### src/sv/ggep_pkg.sv
// shared types and codes for the extension block parser
// no dependencies
package ggep_pkg;

  localparam int BYTE_W           = 8;
  localparam int VALUE_W          = 18;
  localparam int ERR_W            = 4;
  localparam int NRES             = 3;
  localparam int CFG_IDX_W        = 1;
  localparam int CFG_DATA_W       = 8;
  localparam int MAX_LEN_BYTES_DEF = 3;

  localparam logic [CFG_IDX_W-1:0] REG_MAGIC = 1'b0;
  localparam logic [CFG_IDX_W-1:0] REG_COBS  = 1'b1;

  localparam logic [1:0] KIND_ID  = 2'd0;
  localparam logic [1:0] KIND_HDR = 2'd1;
  localparam logic [1:0] KIND_PAY = 2'd2;
  localparam logic [1:0] KIND_ERR = 2'd3;

  localparam logic [ERR_W-1:0] ERR_NO_MAGIC    = 4'd0;
  localparam logic [ERR_W-1:0] ERR_BAD_FLAGS   = 4'd1;
  localparam logic [ERR_W-1:0] ERR_ZERO_ID     = 4'd2;
  localparam logic [ERR_W-1:0] ERR_ZERO_LEN    = 4'd3;
  localparam logic [ERR_W-1:0] ERR_BAD_LEN     = 4'd4;
  localparam logic [ERR_W-1:0] ERR_MANY_LEN    = 4'd5;
  localparam logic [ERR_W-1:0] ERR_SHORT       = 4'd6;
  localparam logic [ERR_W-1:0] ERR_COBS_ZERO   = 4'd7;
  localparam logic [ERR_W-1:0] ERR_COBS_OVERRUN = 4'd8;

  localparam logic [7:0] MAGIC_RESET = 8'hC3;
  localparam logic [7:0] COBS_FULL   = 8'hFF;

  typedef enum logic [5:0] {
    PH_HUNT  = 6'b000001,
    PH_FLAGS = 6'b000010,
    PH_ID    = 6'b000100,
    PH_LEN   = 6'b001000,
    PH_PAY   = 6'b010000,
    PH_WAIT  = 6'b100000
  } phase_t;

  typedef struct packed {
    logic [1:0]         kind;
    logic [VALUE_W-1:0] value;
    logic [1:0]         item_flags;
    logic [ERR_W-1:0]   error_code;
    logic               item_done;
    logic               block_done;
    logic               last_of_run;
  } result_t;

  // results caused by one input item, in order
  typedef struct packed {
    logic [1:0]           cnt;
    result_t [NRES-1:0]   res;
  } bundle_t;

endpackage

### src/sv/ggep_channels.sv
// valid/ready channel interfaces for packet bytes in and parse results out
// depends on ggep_pkg
interface ggep_in_if;
  import ggep_pkg::*;
  logic              valid;
  logic              ready;
  logic [BYTE_W-1:0] in_byte;
  logic              packet_end;
  modport source (output valid, in_byte, packet_end, input ready);
  modport sink   (input valid, in_byte, packet_end, output ready);
endinterface

interface ggep_out_if;
  import ggep_pkg::*;
  logic               valid;
  logic               ready;
  logic [1:0]         kind;
  logic [VALUE_W-1:0] value;
  logic [1:0]         item_flags;
  logic [ERR_W-1:0]   error_code;
  logic               item_done;
  logic               block_done;
  logic               last_of_run;
  modport source (output valid, kind, value, item_flags, error_code, item_done,
                  block_done, last_of_run, input ready);
  modport sink   (input valid, kind, value, item_flags, error_code, item_done,
                  block_done, last_of_run, output ready);
endinterface

### src/sv/ggep_core.sv
// input register, parser state and the per-byte step logic
// depends on ggep_pkg and ggep_in_if; feeds a result bundle to ggep_emit
module ggep_core #(
  parameter int MAX_LEN_BYTES = ggep_pkg::MAX_LEN_BYTES_DEF
) (
  input  logic                               clk,
  input  logic                               rst,
  input  logic                               cfg_write,
  input  logic [ggep_pkg::CFG_IDX_W-1:0]     cfg_index,
  input  logic [ggep_pkg::CFG_DATA_W-1:0]    cfg_data,
  ggep_in_if.sink                            in_ch,
  input  logic                               can_load,
  output ggep_pkg::bundle_t                  bundle,
  output logic                               bundle_load
);
  import ggep_pkg::*;

  localparam int LBW = $clog2(MAX_LEN_BYTES + 1);

  logic [7:0]         magic_value;
  logic               cobs_enable;

  logic               in_valid;
  logic [BYTE_W-1:0]  cur_byte;
  logic               cur_end;

  phase_t             phase, phase_next;
  logic [2:0]         cur_flags, cur_flags_next;
  logic [3:0]         id_left, id_left_next;
  logic [VALUE_W-1:0] len_accum, len_accum_next;
  logic [LBW-1:0]     len_seen, len_seen_next;
  logic [VALUE_W-1:0] payload_left, payload_left_next;
  logic [7:0]         run_left, run_left_next;
  logic               run_full, run_full_next;

  logic               fire;

  function automatic result_t mk(input logic [1:0] k, input logic [VALUE_W-1:0] v,
                                 input logic [1:0] f);
    result_t r;
    r            = '0;
    r.kind       = k;
    r.value      = v;
    r.item_flags = f;
    return r;
  endfunction

  assign fire        = in_valid && can_load;
  assign bundle_load = fire;
  assign in_ch.ready = !in_valid || can_load;

  always_ff @(posedge clk) begin
    if (rst) begin
      magic_value <= MAGIC_RESET;
      cobs_enable <= 1'b1;
    end else if (cfg_write) begin
      case (cfg_index)
        REG_MAGIC: magic_value <= cfg_data[7:0];
        REG_COBS:  cobs_enable <= cfg_data[0];
        default:   ;
      endcase
    end
  end

  always_ff @(posedge clk) begin
    if (rst) begin
      in_valid <= 1'b0;
    end else if (in_ch.valid && in_ch.ready) begin
      in_valid <= 1'b1;
    end else if (fire) begin
      in_valid <= 1'b0;
    end
  end

  always_ff @(posedge clk) begin
    if (in_ch.valid && in_ch.ready) begin
      cur_byte <= in_ch.in_byte;
      cur_end  <= in_ch.packet_end;
    end
  end

  always_ff @(posedge clk) begin
    if (rst) begin
      phase        <= PH_HUNT;
      cur_flags    <= '0;
      id_left      <= '0;
      len_accum    <= '0;
      len_seen     <= '0;
      payload_left <= '0;
      run_left     <= '0;
      run_full     <= 1'b0;
    end else if (fire) begin
      phase        <= phase_next;
      cur_flags    <= cur_flags_next;
      id_left      <= id_left_next;
      len_accum    <= len_accum_next;
      len_seen     <= len_seen_next;
      payload_left <= payload_left_next;
      run_left     <= run_left_next;
      run_full     <= run_full_next;
    end
  end

  result_t            main0, main1, err_res;
  logic [1:0]         mcnt;
  logic               errv, short_err, finish;
  logic [ERR_W-1:0]   ecode;
  logic [VALUE_W-1:0] acc_new, rest;
  logic [7:0]         glen, run_dec;
  logic [3:0]         id_dec;
  logic [LBW:0]       seen_inc;

  always_comb begin
    phase_next        = phase;
    cur_flags_next    = cur_flags;
    id_left_next      = id_left;
    len_accum_next    = len_accum;
    len_seen_next     = len_seen;
    payload_left_next = payload_left;
    run_left_next     = run_left;
    run_full_next     = run_full;
    main0             = '0;
    main1             = '0;
    mcnt              = 2'd0;
    errv              = 1'b0;
    ecode             = ERR_NO_MAGIC;
    finish            = 1'b0;
    acc_new           = {len_accum[VALUE_W-7:0], cur_byte[5:0]};
    rest              = (payload_left == '0) ? '0 : payload_left - VALUE_W'(1);
    glen              = cur_byte - 8'd1;
    run_dec           = run_left - 8'd1;
    id_dec            = id_left - 4'd1;
    seen_inc          = {1'b0, len_seen} + (LBW+1)'(1);

    case (phase)
      PH_HUNT: begin
        if (cur_end) begin
          errv  = 1'b1;
          ecode = ERR_NO_MAGIC;
        end else if (cur_byte == magic_value) begin
          phase_next = PH_FLAGS;
        end
      end
      PH_FLAGS: begin
        if (cur_byte[3:0] == 4'd0 || cur_byte[4]) begin
          errv  = 1'b1;
          ecode = ERR_BAD_FLAGS;
        end else begin
          cur_flags_next = {cur_byte[7], cur_byte[5], cur_byte[6]};
          id_left_next   = cur_byte[3:0];
          len_accum_next = '0;
          len_seen_next  = '0;
          run_left_next  = '0;
          run_full_next  = 1'b0;
          phase_next     = PH_ID;
        end
      end
      PH_ID: begin
        if (cur_byte == 8'd0) begin
          errv  = 1'b1;
          ecode = ERR_ZERO_ID;
        end else begin
          main0        = mk(KIND_ID, VALUE_W'(cur_byte), cur_flags[1:0]);
          mcnt         = 2'd1;
          id_left_next = id_dec;
          if (id_dec == 4'd0) begin
            phase_next = PH_LEN;
          end
        end
      end
      PH_LEN: begin
        if (cur_byte == 8'd0) begin
          errv  = 1'b1;
          ecode = ERR_ZERO_LEN;
        end else begin
          len_accum_next = acc_new;
          // bit 6 marks the last length byte, bit 7 says more follow
          if (cur_byte[6]) begin
            if (cur_byte[7]) begin
              errv  = 1'b1;
              ecode = ERR_BAD_LEN;
            end else begin
              main0             = mk(KIND_HDR, acc_new, cur_flags[1:0]);
              mcnt              = 2'd1;
              payload_left_next = acc_new;
              run_left_next     = '0;
              run_full_next     = 1'b0;
              if (acc_new == '0) begin
                finish = 1'b1;
              end else begin
                phase_next = PH_PAY;
              end
            end
          end else if (!cur_byte[7]) begin
            errv  = 1'b1;
            ecode = ERR_BAD_LEN;
          end else if (seen_inc >= (LBW+1)'(MAX_LEN_BYTES)) begin
            errv  = 1'b1;
            ecode = ERR_MANY_LEN;
          end else begin
            len_seen_next = seen_inc[LBW-1:0];
          end
        end
      end
      PH_PAY: begin
        if (cur_flags[0] && cobs_enable) begin
          if (run_left == 8'd0) begin
            // code byte of a new group
            if (cur_byte == 8'd0) begin
              errv  = 1'b1;
              ecode = ERR_COBS_ZERO;
            end else if (VALUE_W'(glen) > rest) begin
              errv  = 1'b1;
              ecode = ERR_COBS_OVERRUN;
            end else begin
              run_left_next = glen;
              run_full_next = (cur_byte == COBS_FULL);
              if (glen == 8'd0) begin
                main0 = mk(KIND_PAY, '0, cur_flags[1:0]);
                mcnt  = 2'd1;
              end
            end
          end else begin
            main0         = mk(KIND_PAY, VALUE_W'(cur_byte), cur_flags[1:0]);
            mcnt          = 2'd1;
            run_left_next = run_dec;
            if (run_dec == 8'd0 && !run_full) begin
              main1 = mk(KIND_PAY, '0, cur_flags[1:0]);
              mcnt  = 2'd2;
            end
          end
        end else begin
          main0 = mk(KIND_PAY, VALUE_W'(cur_byte), cur_flags[1:0]);
          mcnt  = 2'd1;
        end
        if (!errv) begin
          payload_left_next = rest;
          if (rest == '0) begin
            finish = 1'b1;
          end
        end
      end
      default: ;
    endcase

    if (finish && mcnt != 2'd0) begin
      if (cur_flags[2]) begin
        phase_next = PH_WAIT;
      end else begin
        phase_next = PH_FLAGS;
      end
      if (mcnt == 2'd2) begin
        main1.item_done  = 1'b1;
        main1.block_done = cur_flags[2];
      end else begin
        main0.item_done  = 1'b1;
        main0.block_done = cur_flags[2];
      end
    end

    // packet ran out inside a block that is still open
    short_err = !errv && cur_end && phase_next != PH_WAIT && phase_next != PH_HUNT;
    if (errv) begin
      phase_next = PH_WAIT;
    end
    if (cur_end) begin
      phase_next = PH_HUNT;
    end

    err_res            = '0;
    err_res.kind       = KIND_ERR;
    err_res.error_code = errv ? ecode : ERR_SHORT;

    bundle        = '0;
    bundle.res[0] = main0;
    bundle.res[1] = main1;
    bundle.cnt    = mcnt;
    if (errv || short_err) begin
      bundle.res[mcnt] = err_res;
      bundle.cnt       = mcnt + 2'd1;
    end
    for (int i = 0; i < NRES; i++) begin
      bundle.res[i].last_of_run = (bundle.cnt == 2'(i + 1));
    end
  end

endmodule

### src/sv/ggep_emit.sv
// result register that hands out one result per cycle from a loaded bundle while the output is ready
// depends on ggep_pkg and ggep_out_if
module ggep_emit (
  input  logic              clk,
  input  logic              rst,
  input  ggep_pkg::bundle_t bundle,
  input  logic              bundle_load,
  output logic              can_load,
  ggep_out_if.source        out_ch
);
  import ggep_pkg::*;

  result_t [NRES-1:0] slots;
  logic [1:0]         head;
  logic [1:0]         left;
  logic               take;
  result_t            cur;

  assign take     = out_ch.valid && out_ch.ready;
  // free now, or the last waiting result leaves this cycle
  assign can_load = (left == 2'd0) || (left == 2'd1 && out_ch.ready);

  always_ff @(posedge clk) begin
    if (rst) begin
      left <= 2'd0;
      head <= 2'd0;
    end else if (bundle_load) begin
      left <= bundle.cnt;
      head <= 2'd0;
    end else if (take) begin
      left <= left - 2'd1;
      head <= head + 2'd1;
    end
  end

  always_ff @(posedge clk) begin
    if (bundle_load) begin
      slots <= bundle.res;
    end
  end

  assign cur               = slots[head];
  assign out_ch.valid       = (left != 2'd0);
  assign out_ch.kind        = cur.kind;
  assign out_ch.value       = cur.value;
  assign out_ch.item_flags  = cur.item_flags;
  assign out_ch.error_code  = cur.error_code;
  assign out_ch.item_done   = cur.item_done;
  assign out_ch.block_done  = cur.block_done;
  assign out_ch.last_of_run = cur.last_of_run;

endmodule

### src/sv/ggep_extension_block_parser.sv
// Extension block parser: takes one packet byte per item, finds the magic byte, then
// walks flags, id bytes, 6-bit length bytes and payload of each extension, undoing
// COBS inline when enabled. A byte is registered on entry, the parser state steps
// on it and up to three results land in the result register, which hands them out
// one per cycle while the output is ready. A byte that causes at most one result
// lets the next byte in as its result leaves, so the sustained rate is one byte
// per cycle while the output is ready; a byte that causes more results stalls the
// input until its last result is leaving, set by the one-result output port. The
// first result is presented from the result register once its byte has passed the
// input register. Depends on ggep_pkg, ggep_channels, ggep_core and ggep_emit.
module ggep_extension_block_parser #(
  parameter int MAX_LEN_BYTES = ggep_pkg::MAX_LEN_BYTES_DEF
) (
  input  logic                            clk,
  input  logic                            rst,
  input  logic                            cfg_write,
  input  logic [ggep_pkg::CFG_IDX_W-1:0]  cfg_index,
  input  logic [ggep_pkg::CFG_DATA_W-1:0] cfg_data,
  ggep_in_if.sink                         in_ch,
  ggep_out_if.source                      out_ch
);
  import ggep_pkg::*;

  bundle_t bundle;
  logic    bundle_load;
  logic    can_load;

  ggep_core #(
    .MAX_LEN_BYTES(MAX_LEN_BYTES)
  ) u_core (
    .clk        (clk),
    .rst        (rst),
    .cfg_write  (cfg_write),
    .cfg_index  (cfg_index),
    .cfg_data   (cfg_data),
    .in_ch      (in_ch),
    .can_load   (can_load),
    .bundle     (bundle),
    .bundle_load(bundle_load)
  );

  ggep_emit u_emit (
    .clk        (clk),
    .rst        (rst),
    .bundle     (bundle),
    .bundle_load(bundle_load),
    .can_load   (can_load),
    .out_ch     (out_ch)
  );

endmodule

### src/flat_wrapper.sv
// flat-port wrapper written by rule: the top's interface ports become plain ports
module ggep_extension_block_parser_flat import ggep_pkg::*;
#(
  parameter int MAX_LEN_BYTES = ggep_pkg::MAX_LEN_BYTES_DEF
)
  (clk, rst, cfg_write, cfg_index, cfg_data, in_ch_valid, in_ch_in_byte, in_ch_packet_end, in_ch_ready, out_ch_valid, out_ch_kind, out_ch_value, out_ch_item_flags, out_ch_error_code, out_ch_item_done, out_ch_block_done, out_ch_last_of_run, out_ch_ready);
  ggep_in_if in_ch_i ();
  ggep_out_if out_ch_i ();
  input  logic clk;
  input  logic rst;
  input  logic cfg_write;
  input  logic [ggep_pkg::CFG_IDX_W-1:0] cfg_index;
  input  logic [ggep_pkg::CFG_DATA_W-1:0] cfg_data;
  input wire logic [$bits(in_ch_i.valid)-1:0] in_ch_valid;
  input wire logic [$bits(in_ch_i.in_byte)-1:0] in_ch_in_byte;
  input wire logic [$bits(in_ch_i.packet_end)-1:0] in_ch_packet_end;
  output wire logic [$bits(in_ch_i.ready)-1:0] in_ch_ready;
  output wire logic [$bits(out_ch_i.valid)-1:0] out_ch_valid;
  output wire logic [$bits(out_ch_i.kind)-1:0] out_ch_kind;
  output wire logic [$bits(out_ch_i.value)-1:0] out_ch_value;
  output wire logic [$bits(out_ch_i.item_flags)-1:0] out_ch_item_flags;
  output wire logic [$bits(out_ch_i.error_code)-1:0] out_ch_error_code;
  output wire logic [$bits(out_ch_i.item_done)-1:0] out_ch_item_done;
  output wire logic [$bits(out_ch_i.block_done)-1:0] out_ch_block_done;
  output wire logic [$bits(out_ch_i.last_of_run)-1:0] out_ch_last_of_run;
  input wire logic [$bits(out_ch_i.ready)-1:0] out_ch_ready;
  assign in_ch_i.valid = in_ch_valid;
  assign in_ch_i.in_byte = in_ch_in_byte;
  assign in_ch_i.packet_end = in_ch_packet_end;
  assign in_ch_ready = in_ch_i.ready;
  assign out_ch_valid = out_ch_i.valid;
  assign out_ch_kind = out_ch_i.kind;
  assign out_ch_value = out_ch_i.value;
  assign out_ch_item_flags = out_ch_i.item_flags;
  assign out_ch_error_code = out_ch_i.error_code;
  assign out_ch_item_done = out_ch_i.item_done;
  assign out_ch_block_done = out_ch_i.block_done;
  assign out_ch_last_of_run = out_ch_i.last_of_run;
  assign out_ch_i.ready = out_ch_ready;
  ggep_extension_block_parser #(.MAX_LEN_BYTES(MAX_LEN_BYTES)) u_core (.clk(clk), .rst(rst), .cfg_write(cfg_write), .cfg_index(cfg_index), .cfg_data(cfg_data), .in_ch(in_ch_i), .out_ch(out_ch_i));
endmodule
### config.mk
export PLATFORM = sky130hd
export DESIGN_NAME = ggep_extension_block_parser_flat
export DESIGN_NICKNAME = d
export VERILOG_FILES = /design/src/sv/ggep_pkg.sv /design/src/sv/ggep_channels.sv /design/src/sv/ggep_core.sv /design/src/sv/ggep_emit.sv /design/src/sv/ggep_extension_block_parser.sv /design/src/flat_wrapper.sv
export SDC_FILE = /design/constraint.sdc
export NUM_CORES = 1
export LEC_CHECK = 0
export ABC_AREA = 1
export BUFFER_PORTS_ARGS = -buffer_cell sky130_fd_sc_hd__buf_2
export CAP_MARGIN = 40
export CORE_ASPECT_RATIO = 0.5
export CORE_MARGIN = 2
export CORE_UTILIZATION = 65
export DETAILED_ROUTE_END_ITERATION = 12
export PLACE_DENSITY = 0.85
export SLEW_MARGIN = 10
export SYNTH_ARGS = -nofsm -noshare
export SYNTH_HDL_FRONTEND = slang
export SYNTH_SLANG_ARGS = --single-unit
### constraint.sdc
create_clock -name clk -period 11.99 [get_ports clk]
set_clock_uncertainty 0.2 [all_clocks]
set_input_delay 2.398 -clock clk [delete_from_list [all_inputs] [get_ports clk]]
set_output_delay 2.398 -clock clk [all_outputs]
set_load 0.03 [all_outputs]
### Word level (Yosys, flattened, before mapping)

Index checks and enable logic that the tools add are counted.

* word-level logic and storage cells: 249
* ROM bits: 0
* input bits: 23
* bits in writable memories: 0
* bits in latches: 0
* bits in registers: 164
* memories kept: 0

* shifts and indexed selects: 0
* order comparisons: 5
* reduce and logical (&&, ||, !) cells: 46
* add/sub/neg operators: 8
* divide/modulo/power cells: 0
* bitwise logic cells: 2
* eq/ne operators: 29
* multiplexer cells: 123
* multipliers: 0

Operators with widths (count)
* $mux W29: 11
* $mux W18: 5
* $mux W89: 1
* $bwmux W87: 1
* $pmux W29 S3: 1
* $mux W28: 3
* $mux W6: 13
* $mux W8: 8
* $bmux W29 S2: 1
* $demux W29 S2: 1
* $logic_not A18 Y1: 3
* $mux W1: 37
* $mux W4: 9
* $pmux W18 S2: 1
* $logic_not A8 Y1: 4
* $mux W2: 15
* $ne A2 B2 Y1 const B: 13
* $mux W12: 2
* $pmux W12 S2: 1
* $pmux W6 S4: 1
* $pmux W8 S3: 1
* $gt A8 B18 Y1: 1
* $sub A18 B1 Y18 const B: 1
* $mux W17: 1
* other kinds (44): 78

### Logic depth before layout (Yosys ltp)

Gate-level depths: netlist (run 1).

* word-level depth: 18
* mapped depth: 35
* gate-level depth less buffers: 34

### By module

From an unflattened synthesis (run 1), not the netlist that was laid out.

* cells, all modules: 1139
* area, all modules: 9345.2 um^2

Modules (own cells, without submodules)
* ggep_core: cells each 880, sequential area each 1551.5 um^2, times used 1, area an instance 5806.8 um^2
* ggep_emit: cells each 259, sequential area each 2692.6 um^2, times used 1, area an instance 3538.4 um^2

### Least setup slack after synthesis (run 1)

Ideal clock, no wire load.

* path kind: input to register
* from: in out_ch_ready
* to: reg u_core.u_core.run_left[1]
* stages on the path: 11
* arrival: 6114 ps
* required time: 11704 ps
* slack: 5591 ps
* path through: a21oi_1 > nor2_1 > inv_1 > nor2_1 > o21ai_0 > a211oi_1 > nand2_1 > inv_1 > clkbuf_1 > nor2_1 > a211oi_1

* longest elaborated chain between the ends: 4

RTL lines
* start: declaration: RTL line flat_wrapper.sv:26 `input wire logic [$bits(out_ch_i.ready)-1:0] out_ch_ready;`
* $logic_and A1 B1 Y1: RTL line ggep_emit.sv:21 `assign can_load = (left == 2'd0) || (left == 2'd1 && out_ch.ready);`
* $logic_or A1 B1 Y1: RTL line ggep_emit.sv:21
* $logic_and A1 B1 Y1: RTL line ggep_core.sv:48 `assign fire = in_valid && can_load;`
* net u_core.bundle_load: RTL line ggep_extension_block_parser.sv:25 `logic bundle_load;`
* $reduce_and A9 Y1 (no source line)
* end signal: assignment: RTL line ggep_core.sv:99 `run_left <= run_left_next;`
* end: declaration: RTL line ggep_core.sv:33 `logic [7:0] run_left, run_left_next;`

The timed path passes the listed nets, and every way through them passes these cells.
A chain may end at the register's enable or synchronous reset.

### Worst setup path in the final report (run 1)

* from: in out_ch_ready
* to: out in_ch_ready

* longest elaborated chain between the ends: 3

RTL lines
* $logic_and A1 B1 Y1: RTL line ggep_emit.sv:21
* $logic_or A1 B1 Y1: RTL line ggep_emit.sv:21
* $logic_or A1 B1 Y1: RTL line ggep_core.sv:50 `assign in_ch.ready = !in_valid || can_load;`
* end: declaration: RTL line flat_wrapper.sv:17 `output wire logic [$bits(in_ch_i.ready)-1:0] in_ch_ready;`

No other way between the ends.

==> impl_metrics.yaml, run 1 <==
die:
  start_util_pct: 66.3
  rows: 27
  dieWidth_um: 153
  fp.dieH_um: 78.6
  die_area_um2: 12000
  core_region_area_um2: 10900
  ios: 54
setup_path:
  arrival_ns: 3.17
  end_kind: "output port"
  path_common_cell: "buf_2"
  cp.required_ns: 9.39
  slowest_stage: "a21oi_1"
  reg2regPathDepth: 31
  startpoint_type: "input port"
  cp_max_fo: 3
  path_cells: "buf_2 -> a21oi_1 -> nand2_1 -> buf_2"
  cp_top_family: "buffers and inverters"
  ff2ff_setup_slack_ns: 6.80
  cp-startpoint: "out_ch_ready"
  crit_cells: 4
  critPathKind: "in2out"
  critPathMaxStageDelay_ns: 0.31
  r2r_start: "u_core.u_core.cur_byte[0]"
  crit_buf_inv: 2
  r2r_end: "u_core.u_emit.slots[57]"
  crit_end: "in_ch_ready"
place:
  numPortBuffers: 53
  dpl_cell_area_um2: 7640
  pre_cts_ws_ns: 6.22
  dp_hpwl_um: 13300
  gp_congestion: 0.955
timing:
  relSlewSlack_pct: 39.9
  final-max-slew-violation-count: 0
  setup_viol: 0
  max_freq_ghz: 0.173
  worst-slew-pin-transition_ns: 0.900
  fin_crit_ns: 5.77
  post-route-period-util_pct: 48.1
  rsz0062_at_grt: "false"
  setup_slack_ns: 6.22
  finalSetupTns_ns: 0
  finalHoldViolCount: 0
global_route:
  grt_pass1_vias: 6258
  overflow: 0
  grt_max_degree: 53
  antenna_found_initial: 0
  grt_pass1_wl_um: 30100
  grt_usage_pct: 31.5
run:
  drv_cap: 0
yosys:
  netlist_top_cells_area: "edfxtp_1 23%, dfxtp_1 19%, nand2_1 11%, nor2_1 7.3%, o21ai_0 6.0%"
  syn_nets: 1015
  yosysUniqueCellTypes: 52
  ys.flop_type: "dfxtp_1"
  synth_top_area_share_pct: 22.8
  synth-edff-count: 55
  synth_commonest_cells: "204 x nand2_1, 141 x nor2_1, 100 x inv_1"
  ys_seq_area_share_pct: 41.6
  synth_top_area_cell: "edfxtp_1"
  synthMostInstantiatedCell: "nand2_1"
  ys_warn_count: 0
  syn_avg_cell_area_um2: 7.49
  async_flop_share_pct: 0
  syn_area_um2: 7240
  ys_ff_latch: 123
  synth_cells: 967
run_status:
  status: "finished clean"
clock_network:
  clk_latency_ns: 0.42
  htreeDepth: 4
  cts_hold_buf: 0
  clockRootBuffer: "clkbuf_16"
  cts.sinks: 123
  cts_tree: "yes"
  ctsResizeCount: 0
  numCtsBuffers: 17
  cts_setup_buffers: 0
  clk_pin_slew_worst_paths_ns: 0.06
  clk_path_buf_depth: 2
detailed_routing:
  drtIter0Drc: 684
  ant_nets: 0
  drt-wirelength-per-cell_um: 16.0
  drt_wl_total_um: 18700
  vias: 6806
  post-route-drc-count: 0
  vias_per_cell: 5.81
  first_pass_iters: 8
final_layout:
  fillers: 771
  layout.nets: 1061
  final_cell_area_um2: 8270
  n_antenna_cell: 0
  syn_to_final_growth_pct: 14.3
  drive_above_1_share_pct: 14.5
power_and_ir_drop:
  leakagePower_nw: 3.58
  power.total_mw: 1.43
  peakVddDrop_v: 0.000110
  power_density_nw_per_um2: 172
worst_hold_path:
  hp-class: "reg2reg"
-- cell families after synthesis --
family / count (synthesis) / share of synthesized area, %
and+or+nand+nor: 472 / 30.0
AOI/OAI and AO/OA: 183 / 13.8
buffers and inverters: 142 / 7.54
DFF: 123 / 41.6
adders and majority gates: 25 / 4.32
xor gates and xnor gates: 22 / 2.66
-- tightest hold or removal path, stage by stage, from the launching register on --
cell	delay, ns
dfxtp_1	0.31
nand2_1	0.06
a21oi_1	0.06
-- state kept, by name, indices dropped and copies added (netlist names) --
signal and cells:
u_core.u_core.in_valid 1, u_core.u_core.cur_byte 8, u_core.u_core.len_seen 2, u_core.u_emit.left 2, u_core.u_core.cobs_enable 1, u_core.u_core.cur_flags 3
u_core.u_core.magic_value 8, u_core.u_core.len_accum 12, u_core.u_core.run_full 1, u_core.u_core.run_left 8, u_core.u_core.payload_left 18, u_core.u_core.phase 6
u_core.u_core.cur_end 1, u_core.u_emit.head 2, u_core.u_emit.slots 46, u_core.u_core.id_left 4
-- final cells by class --
class	count	area, um^2	share of cell area [%]
repair buffers	58	350	4.23
inverters	111	422	5.10
multi-input cells	702	3690	44.6
clock inverters	11	133	1.60
clock buffers	21	482	5.82
flip-flops and latches	123	3010	36.4
well taps	145	181	2.19
-- per-stage QoR --
stage,std cells,utilization (%),hold slack (ns)
2_1_floorplan,967,-,0.229
3_3_place_gp,1136,69.6,0.257
3_5_place_dp,1138,70.1,0.268
4_1_cts,1170,75.7,0.279
5_1_grt,1171,75.8,0.298
6_report,1171,75.8,0.277
-- cells in the final DEF, fill, tap and decap left out, drive strengths merged, types with 7 or more instances in the layout --
master,count
inv,112
nor3,13
edfxtp,55
xnor2,7
nand3,50
ha,25
dfxtp,68
o22ai,7
nor4,15
nand4,11
xor2,15
nor2,159
nand2,217
a21oi,62
clkbuf,21
buf,58
o21ai,89
-- where the power goes --
| part | switching (mW) | internal [mW] |
|---|---|---|
| Sequential | 0.0275 | 0.495 |
| Combinational | 0.271 | 0.103 |
| Clock | 0.197 | 0.332 |
-- metal layers --
metal / global-route usage (%) / part of all wire, % / vias to the layer above
li1: - / - / 3298
met1: 40.2 / 41 / 3134
met2: 53.8 / 47 / 331
met3: 7.07 / 9.9 / 43
met4: 10.1 / 1.6 / 0
met5: 0 / 0 / -
-- worst min path at each step --
stage                                         start                        end  slack, ns  depth (start not counted)
after floorplan           u_core.u_core.cobs_enable  u_core.u_core.cobs_enable       0.23                          2
after global placement        u_core.u_emit.left[1]      u_core.u_emit.left[1]       0.26                          2
after detailed placement      u_core.u_emit.left[1]      u_core.u_emit.left[1]       0.27                          2
after CTS                     u_core.u_emit.left[1]      u_core.u_emit.left[1]       0.28                          2
after global routing          u_core.u_emit.left[1]      u_core.u_emit.left[1]       0.30                          2
final                         u_core.u_emit.left[1]      u_core.u_emit.left[1]       0.28                          2
Power figures use the tool's default switching activity.
==> run 2: changes to the inputs <==
--- a/config.mk
+++ b/config.mk
@@ -10,9 +10,9 @@
 export CAP_MARGIN = 40
 export CORE_ASPECT_RATIO = 0.5
 export CORE_MARGIN = 2
-export CORE_UTILIZATION = 65
+export CORE_UTILIZATION = 55
 export DETAILED_ROUTE_END_ITERATION = 12
-export PLACE_DENSITY = 0.85
+export PLACE_DENSITY = 0.77
 export SLEW_MARGIN = 10
 export SYNTH_ARGS = -nofsm -noshare
 export SYNTH_HDL_FRONTEND = slang
==> constraint.sdc (replaced) <==
create_clock -name clk -period 5.2 [get_ports clk]
set_clock_uncertainty 0.2 [all_clocks]
set_input_delay 1.04 -clock clk [delete_from_list [all_inputs] [get_ports clk]]
set_output_delay 1.04 -clock clk [all_outputs]
set_load 0.03 [all_outputs]
==> run 2 against run 1 <==
Total power grew 120%. Flip-flop and latch count stayed put. Utilization down 11 points. Critical path type is now reg2reg.
==> impl_metrics.yaml, run 2 (same netlist as run 1, synthesis figures left out) <==
detailed_routing:
  first_pass_iters: 5
  vias: 6680
  drtIter0Drc: 806
  ant_nets: 0
  drt-wirelength-per-cell_um: 15.9
  drt_wl_total_um: 19200
  vias_per_cell: 5.56
  post-route-drc-count: 0
timing:
  finalHoldViolCount: 0
  setup_viol: 0
  rsz0062_at_grt: "false"
  finalSetupTns_ns: 0
  max_freq_ghz: 0.210
  fin_hold_ws_ns: 0.262
  relSlewSlack_pct: 41.2
  worst-slew-pin-transition_ns: 0.880
  fin_crit_ns: 4.77
  setup_slack_ns: 0.429
  post-route-period-util_pct: 91.8
  final-max-slew-violation-count: 0
final_layout:
  final_cell_mix: "204 x nand2_1, 140 x nor2_1, 100 x inv_1"
  final_cell_area_um2: 8300
  largest_register_ffs: 46
  n_antenna_cell: 0
  final_util_pct: 64.9
  regMostFlops: "u_core.u_emit.slots"
  layout.nets: 1067
  final_cells: 1202
  largestRegisters: "u_core.u_emit.slots (46), u_core.u_core.payload_left (18), u_core.u_core.len_accum (12)"
  syn_to_final_growth_pct: 14.6
  layout_commonest_cell: "nand2_1"
  drive_above_1_share_pct: 15.2
die:
  die_area_um2: 14100
  fp.dieH_um: 85.1
  core_region_area_um2: 12800
  rows: 29
  start_util_pct: 56.7
  ios: 54
  dieWidth_um: 166
global_route:
  busiest_layer: "met2"
  antenna_found_initial: 0
  grt_max_degree: 52
  grt_use_met3_pct: 5.04
  met1_usage_pct: 38.0
  use_met2_pct: 44.9
  grt_pass1_vias: 6191
  grt_pass1_wl_um: 31000
  overflow: 0
  grt_usage_pct: 27.6
place:
  dp_hpwl_um: 13800
  numPortBuffers: 53
  dpl_cell_area_um2: 7700
  dp.cells: 1166
  gp_congestion: 0.980
  pre_cts_ws_ns: 0.296
clock_network:
  htreeDepth: 4
  cts_hold_buf: 0
  clk_pin_slew_worst_paths_ns: 0.06
  clk_path_buf_depth: 2
  numCtsBuffers: 17
  clk_latency_ns: 0.42
  cts_tree: "yes"
  clockRootBuffer: "clkbuf_16"
  cts.sinks: 123
setup_path:
  critPathKind: "reg2reg"
  r2r_start: "u_core.u_core.cur_byte[5]"
  ff2ff_setup_slack_ns: 0.43
  slowest_stage: "edfxtp_1"
  r2r_end: "u_core.u_emit.slots[34]"
  arrival_ns: 4.72
  reg2regPathDepth: 30
  cp_max_fo: 6
  cp-startpoint: "u_core.u_core.cur_byte[5]"
  path_common_cell: "inv_1"
  cp.required_ns: 5.15
  critPathMaxStageDelay_ns: 0.54
  end_kind: "flip-flop"
  startpoint_type: "flip-flop"
worst_hold_path:
  hp-class: "reg2reg"
  holdPathEnd: "u_core.u_emit.left[1]"
  hold_path_depth: 2
  worstHoldStart: "u_core.u_emit.left[1]"
power_and_ir_drop:
  pwr-share-comb_pct: 26.7
  leakagePower_nw: 3.58
  intPower_mw: 2.04
  p_seq_share_pct: 38.0
  netSwitchingPower_mw: 1.13
  power_density_nw_per_um2: 382
  swShare_pct: 35.7
  clkPwrFrac_pct: 35.3
  power.total_mw: 3.17
  peakVddDrop_v: 0.000278
run:
  drv_cap: 0
run_status:
  status: "finished clean"
## run 2: cell types whose count changed in the layout (fill, tap and decap cells not counted), sizes merged
cell,before,now
buf,58,64
bufinv,2,1
clkbuf,21,18
clkinv,6,10
clkinvlp,2,3
inv,112,111
## run 2: final cells by class
cell class | instances | area [um^2]
fill | 1060 | 4480
multi-input combinational | 702 | 3710
sequential | 123 | 3010
clock buffer | 18 | 429
inverter | 111 | 422
timing repair buffer | 64 | 388
tap | 170 | 213
clock inverter | 14 | 124
## run 2: timing repair
item	4_1_cts	5_1_grt
setup endpoints to repair	0	46
buffers inserted	0	4
resized for setup	0	3
## run 2: how the worst max path moves through the flow
stage          cells past startpoint  slack (ns)                   endpoint
2_1_floorplan                     11        0.16  u_core.u_core.run_left[1]
3_3_place_gp                      30        0.49    u_core.u_emit.slots[14]
3_5_place_dp                      32        0.30    u_core.u_emit.slots[34]
4_1_cts                           32        0.24    u_core.u_emit.slots[34]
5_1_grt                           33        0.06     u_core.u_emit.slots[8]
6_report                          30        0.43    u_core.u_emit.slots[34]
## run 2: power groups by stage
stage / Clock (mW) / Sequential [mW] / Combinational (mW)
global placement: 0 / 1.22 / 0.807
floorplan: 0 / 1.20 / 0.616
detailed placement: 0 / 1.22 / 0.834
CTS: 1.12 / 1.20 / 0.840
global route: 1.16 / 1.21 / 0.932
finish: 1.12 / 1.20 / 0.847
## run 2: per-layer routing
| layer | part of all wire, % | up-vias |
|---|---|---|
| met5 | 0 | - |
| met4 | 1.6 | 0 |
| met3 | 7.4 | 33 |
| met2 | 46 | 278 |
| met1 | 45 | 3056 |
| li1 | - | 3313 |
## run 2: critical path: cells and delay by family (launching register included)
| family | cells | cell delay (ns) |
|---|---|---|
| simple gates | 18 | 1.71 |
| buf+inv | 7 | 0.77 |
| fa+ha+maj | 2 | 0.58 |
| flops | 1 | 0.54 |
| compound gates | 2 | 0.38 |
| xor+xnor | 1 | 0.29 |
==> run 3: changes to the inputs <==
==> constraint.sdc (replaced) <==
create_clock -name clk -period 4.3 [get_ports clk]
set_clock_uncertainty 0.2 [all_clocks]
set_input_delay 0.86 -clock clk [delete_from_list [all_inputs] [get_ports clk]]
set_output_delay 0.86 -clock clk [all_outputs]
set_load 0.02 [all_outputs]
==> run 3 against run 2 <==
Via count grew 3.8%. Die area is the same. Flip-flop and latch count is the same. Sequential share of layout area shrank 1.7 points. Final cell count grew 2.4%. Count of clock-buffer cells in the layout shrank 1. Final area grew 4.9%. Total power grew 21%. Register-to-register slack lost 0.28 ns. Fmax grew 15%. Critical endpoint is now u_core.u_emit.slots[11]. Highest routed layer unchanged.
==> impl_metrics.yaml, run 3 (same netlist as run 1, synthesis figures left out) <==
final_layout:
  drive_above_1_share_pct: 21.5
  n_antenna_cell: 0
  syn_to_final_growth_pct: 20.3
  final_cells: 1231
  final_cell_mix: "190 x nand2_1, 129 x nor2_1, 94 x inv_1"
  largest_register_ffs: 46
  layout_commonest_cell: "nand2_1"
  fillers: 1058
  largestRegisters: "u_core.u_emit.slots (46), u_core.u_core.payload_left (18), u_core.u_core.len_accum (12)"
  layout.nets: 1096
  regMostFlops: "u_core.u_emit.slots"
  final_cell_area_um2: 8700
  final_util_pct: 68.2
die:
  dieWidth_um: 166
  ios: 54
  core_region_area_um2: 12800
  start_util_pct: 56.7
  die_area_um2: 14100
  fp.dieH_um: 85.1
  rows: 29
detailed_routing:
  post-route-drc-count: 0
  ant_nets: 0
  drt_wl_total_um: 19900
  vias_per_cell: 5.63
  drt-wirelength-per-cell_um: 16.2
  vias: 6934
  first_pass_iters: 6
  drtIter0Drc: 828
setup_path:
  arrival_ns: 4.13
  critPathKind: "reg2reg"
  cp.required_ns: 4.27
  startpoint_type: "flip-flop"
  cp_max_fo: 9
  path_common_cell: "nand2_2"
  slowest_stage: "edfxtp_1"
  end_kind: "flip-flop"
  critPathMaxStageDelay_ns: 0.43
global_route:
  grt_pass1_wl_um: 31300
  antenna_found_initial: 0
  grt_usage_pct: 27.8
  grt_pass1_vias: 6276
  grt_max_degree: 52
  overflow: 0
clock_network:
  cts.sinks: 123
  clk_pin_slew_worst_paths_ns: 0.06
  clk_latency_ns: 0.42
  cts_tree: "yes"
  numCtsBuffers: 17
  htreeDepth: 4
  clockRootBuffer: "clkbuf_16"
  cts_hold_buf: 0
  clk_path_buf_depth: 2
timing:
  worst-slew-pin-transition_ns: 0.907
  finalHoldViolCount: 0
  setup_viol: 0
  final-max-slew-violation-count: 0
  max_freq_ghz: 0.241
  fin_crit_ns: 4.15
  relSlewSlack_pct: 39.5
  rsz0062_at_grt: "true"
  fin_hold_ws_ns: 0.274
  post-route-period-util_pct: 96.6
place:
  dpl_cell_area_um2: 7830
  dp_hpwl_um: 14100
  numPortBuffers: 53
  gp_congestion: 0.956
  dp.cells: 1184
power_and_ir_drop:
  peakVddDrop_v: 0.000426
  power_density_nw_per_um2: 439
  leakagePower_nw: 3.75
run:
  drv_cap: 0
worst_hold_path:
  hp-class: "reg2reg"
run_status:
  status: "finished clean"
-- run 3: changes by cell type in the layout (fill, tap and decap cells not counted), moves of 8 or more --
cell / change
nor2_2: +8
nand2_1: -14
nand2_2: +10
nor2_1: -11
buf_4: +27
-- run 3: what timing repair did --
action	CTS	global route
pin swaps	1	13
buffers inserted	1	12
endpoints found under the setup margin	38	46
cloned	1	1
gates resized for setup	5	54
-- run 3: final timing paths --
kind	startpoint	endpoint	slack (ns)	cells past startpoint
worst min register to register	u_core.u_emit.left[1]	u_core.u_emit.left[1]	0.27	2
worst max-delay path	u_core.u_core.cur_byte[2]	u_core.u_emit.slots[11]	0.15	31
worst max register to register	u_core.u_core.cur_byte[2]	u_core.u_emit.slots[11]	0.15	31
worst min-delay path	u_core.u_emit.left[1]	u_core.u_emit.left[1]	0.27	2
-- run 3: report_power, final --
group          switching (mW)  leakage [nW]  internal (mW)
combinational           0.696          2.41          0.322
clock                   0.604         0.266          0.755
sequential             0.0650          1.08           1.38
-- run 3: per-stage QoR --
step	power, mW	worst slack, ns	setup TNS (ns)
after global placement	2.38	0.119	0
after floorplan	2.10	0.0212	0
after CTS	3.79	0.00691	0
after detailed placement	2.43	-0.0205	-0.205
after global routing	3.99	-0.128	-3.44
final	3.82	0.147	0
-- run 3: layout make-up --
| cell class | count | area (um^2) | share of cell area (%) |
|---|---|---|---|
| Timing Repair Buffer | 91 | 591 | 6.78 |
| Multi-Input combinational cell | 704 | 3900 | 44.8 |
| Sequential cell | 123 | 3010 | 34.6 |
| Clock inverter | 15 | 125 | 1.44 |
| Clock buffer | 17 | 425 | 4.89 |
| Inverter | 111 | 434 | 4.99 |
| Tap cell | 170 | 213 | 2.44 |
-- run 3: critical path: cells and delay by family, from the launching register on --
family	cells	cell delay [ns]
xor gates and xnor gates	1	0.21
DFF	1	0.43
adders and majority gates	2	0.51
and+or+nand+nor	22	1.88
buffers and inverters	3	0.21
AOI/OAI and AO/OA	3	0.44
-- run 3: metal layers --
| metal | share of wire [%] | up-vias | track usage, % | wire length, um |
|---|---|---|---|---|
| li1 | - | 3380 | - | - |
| met1 | 43 | 3205 | 37.3 | 8570 |
| met2 | 46 | 297 | 44.5 | 9210 |
| met3 | 8.4 | 52 | 6.72 | 1670 |
| met4 | 2.4 | 0 | 10.0 | 481 |
| met5 | 0 | - | 0 | 0 |
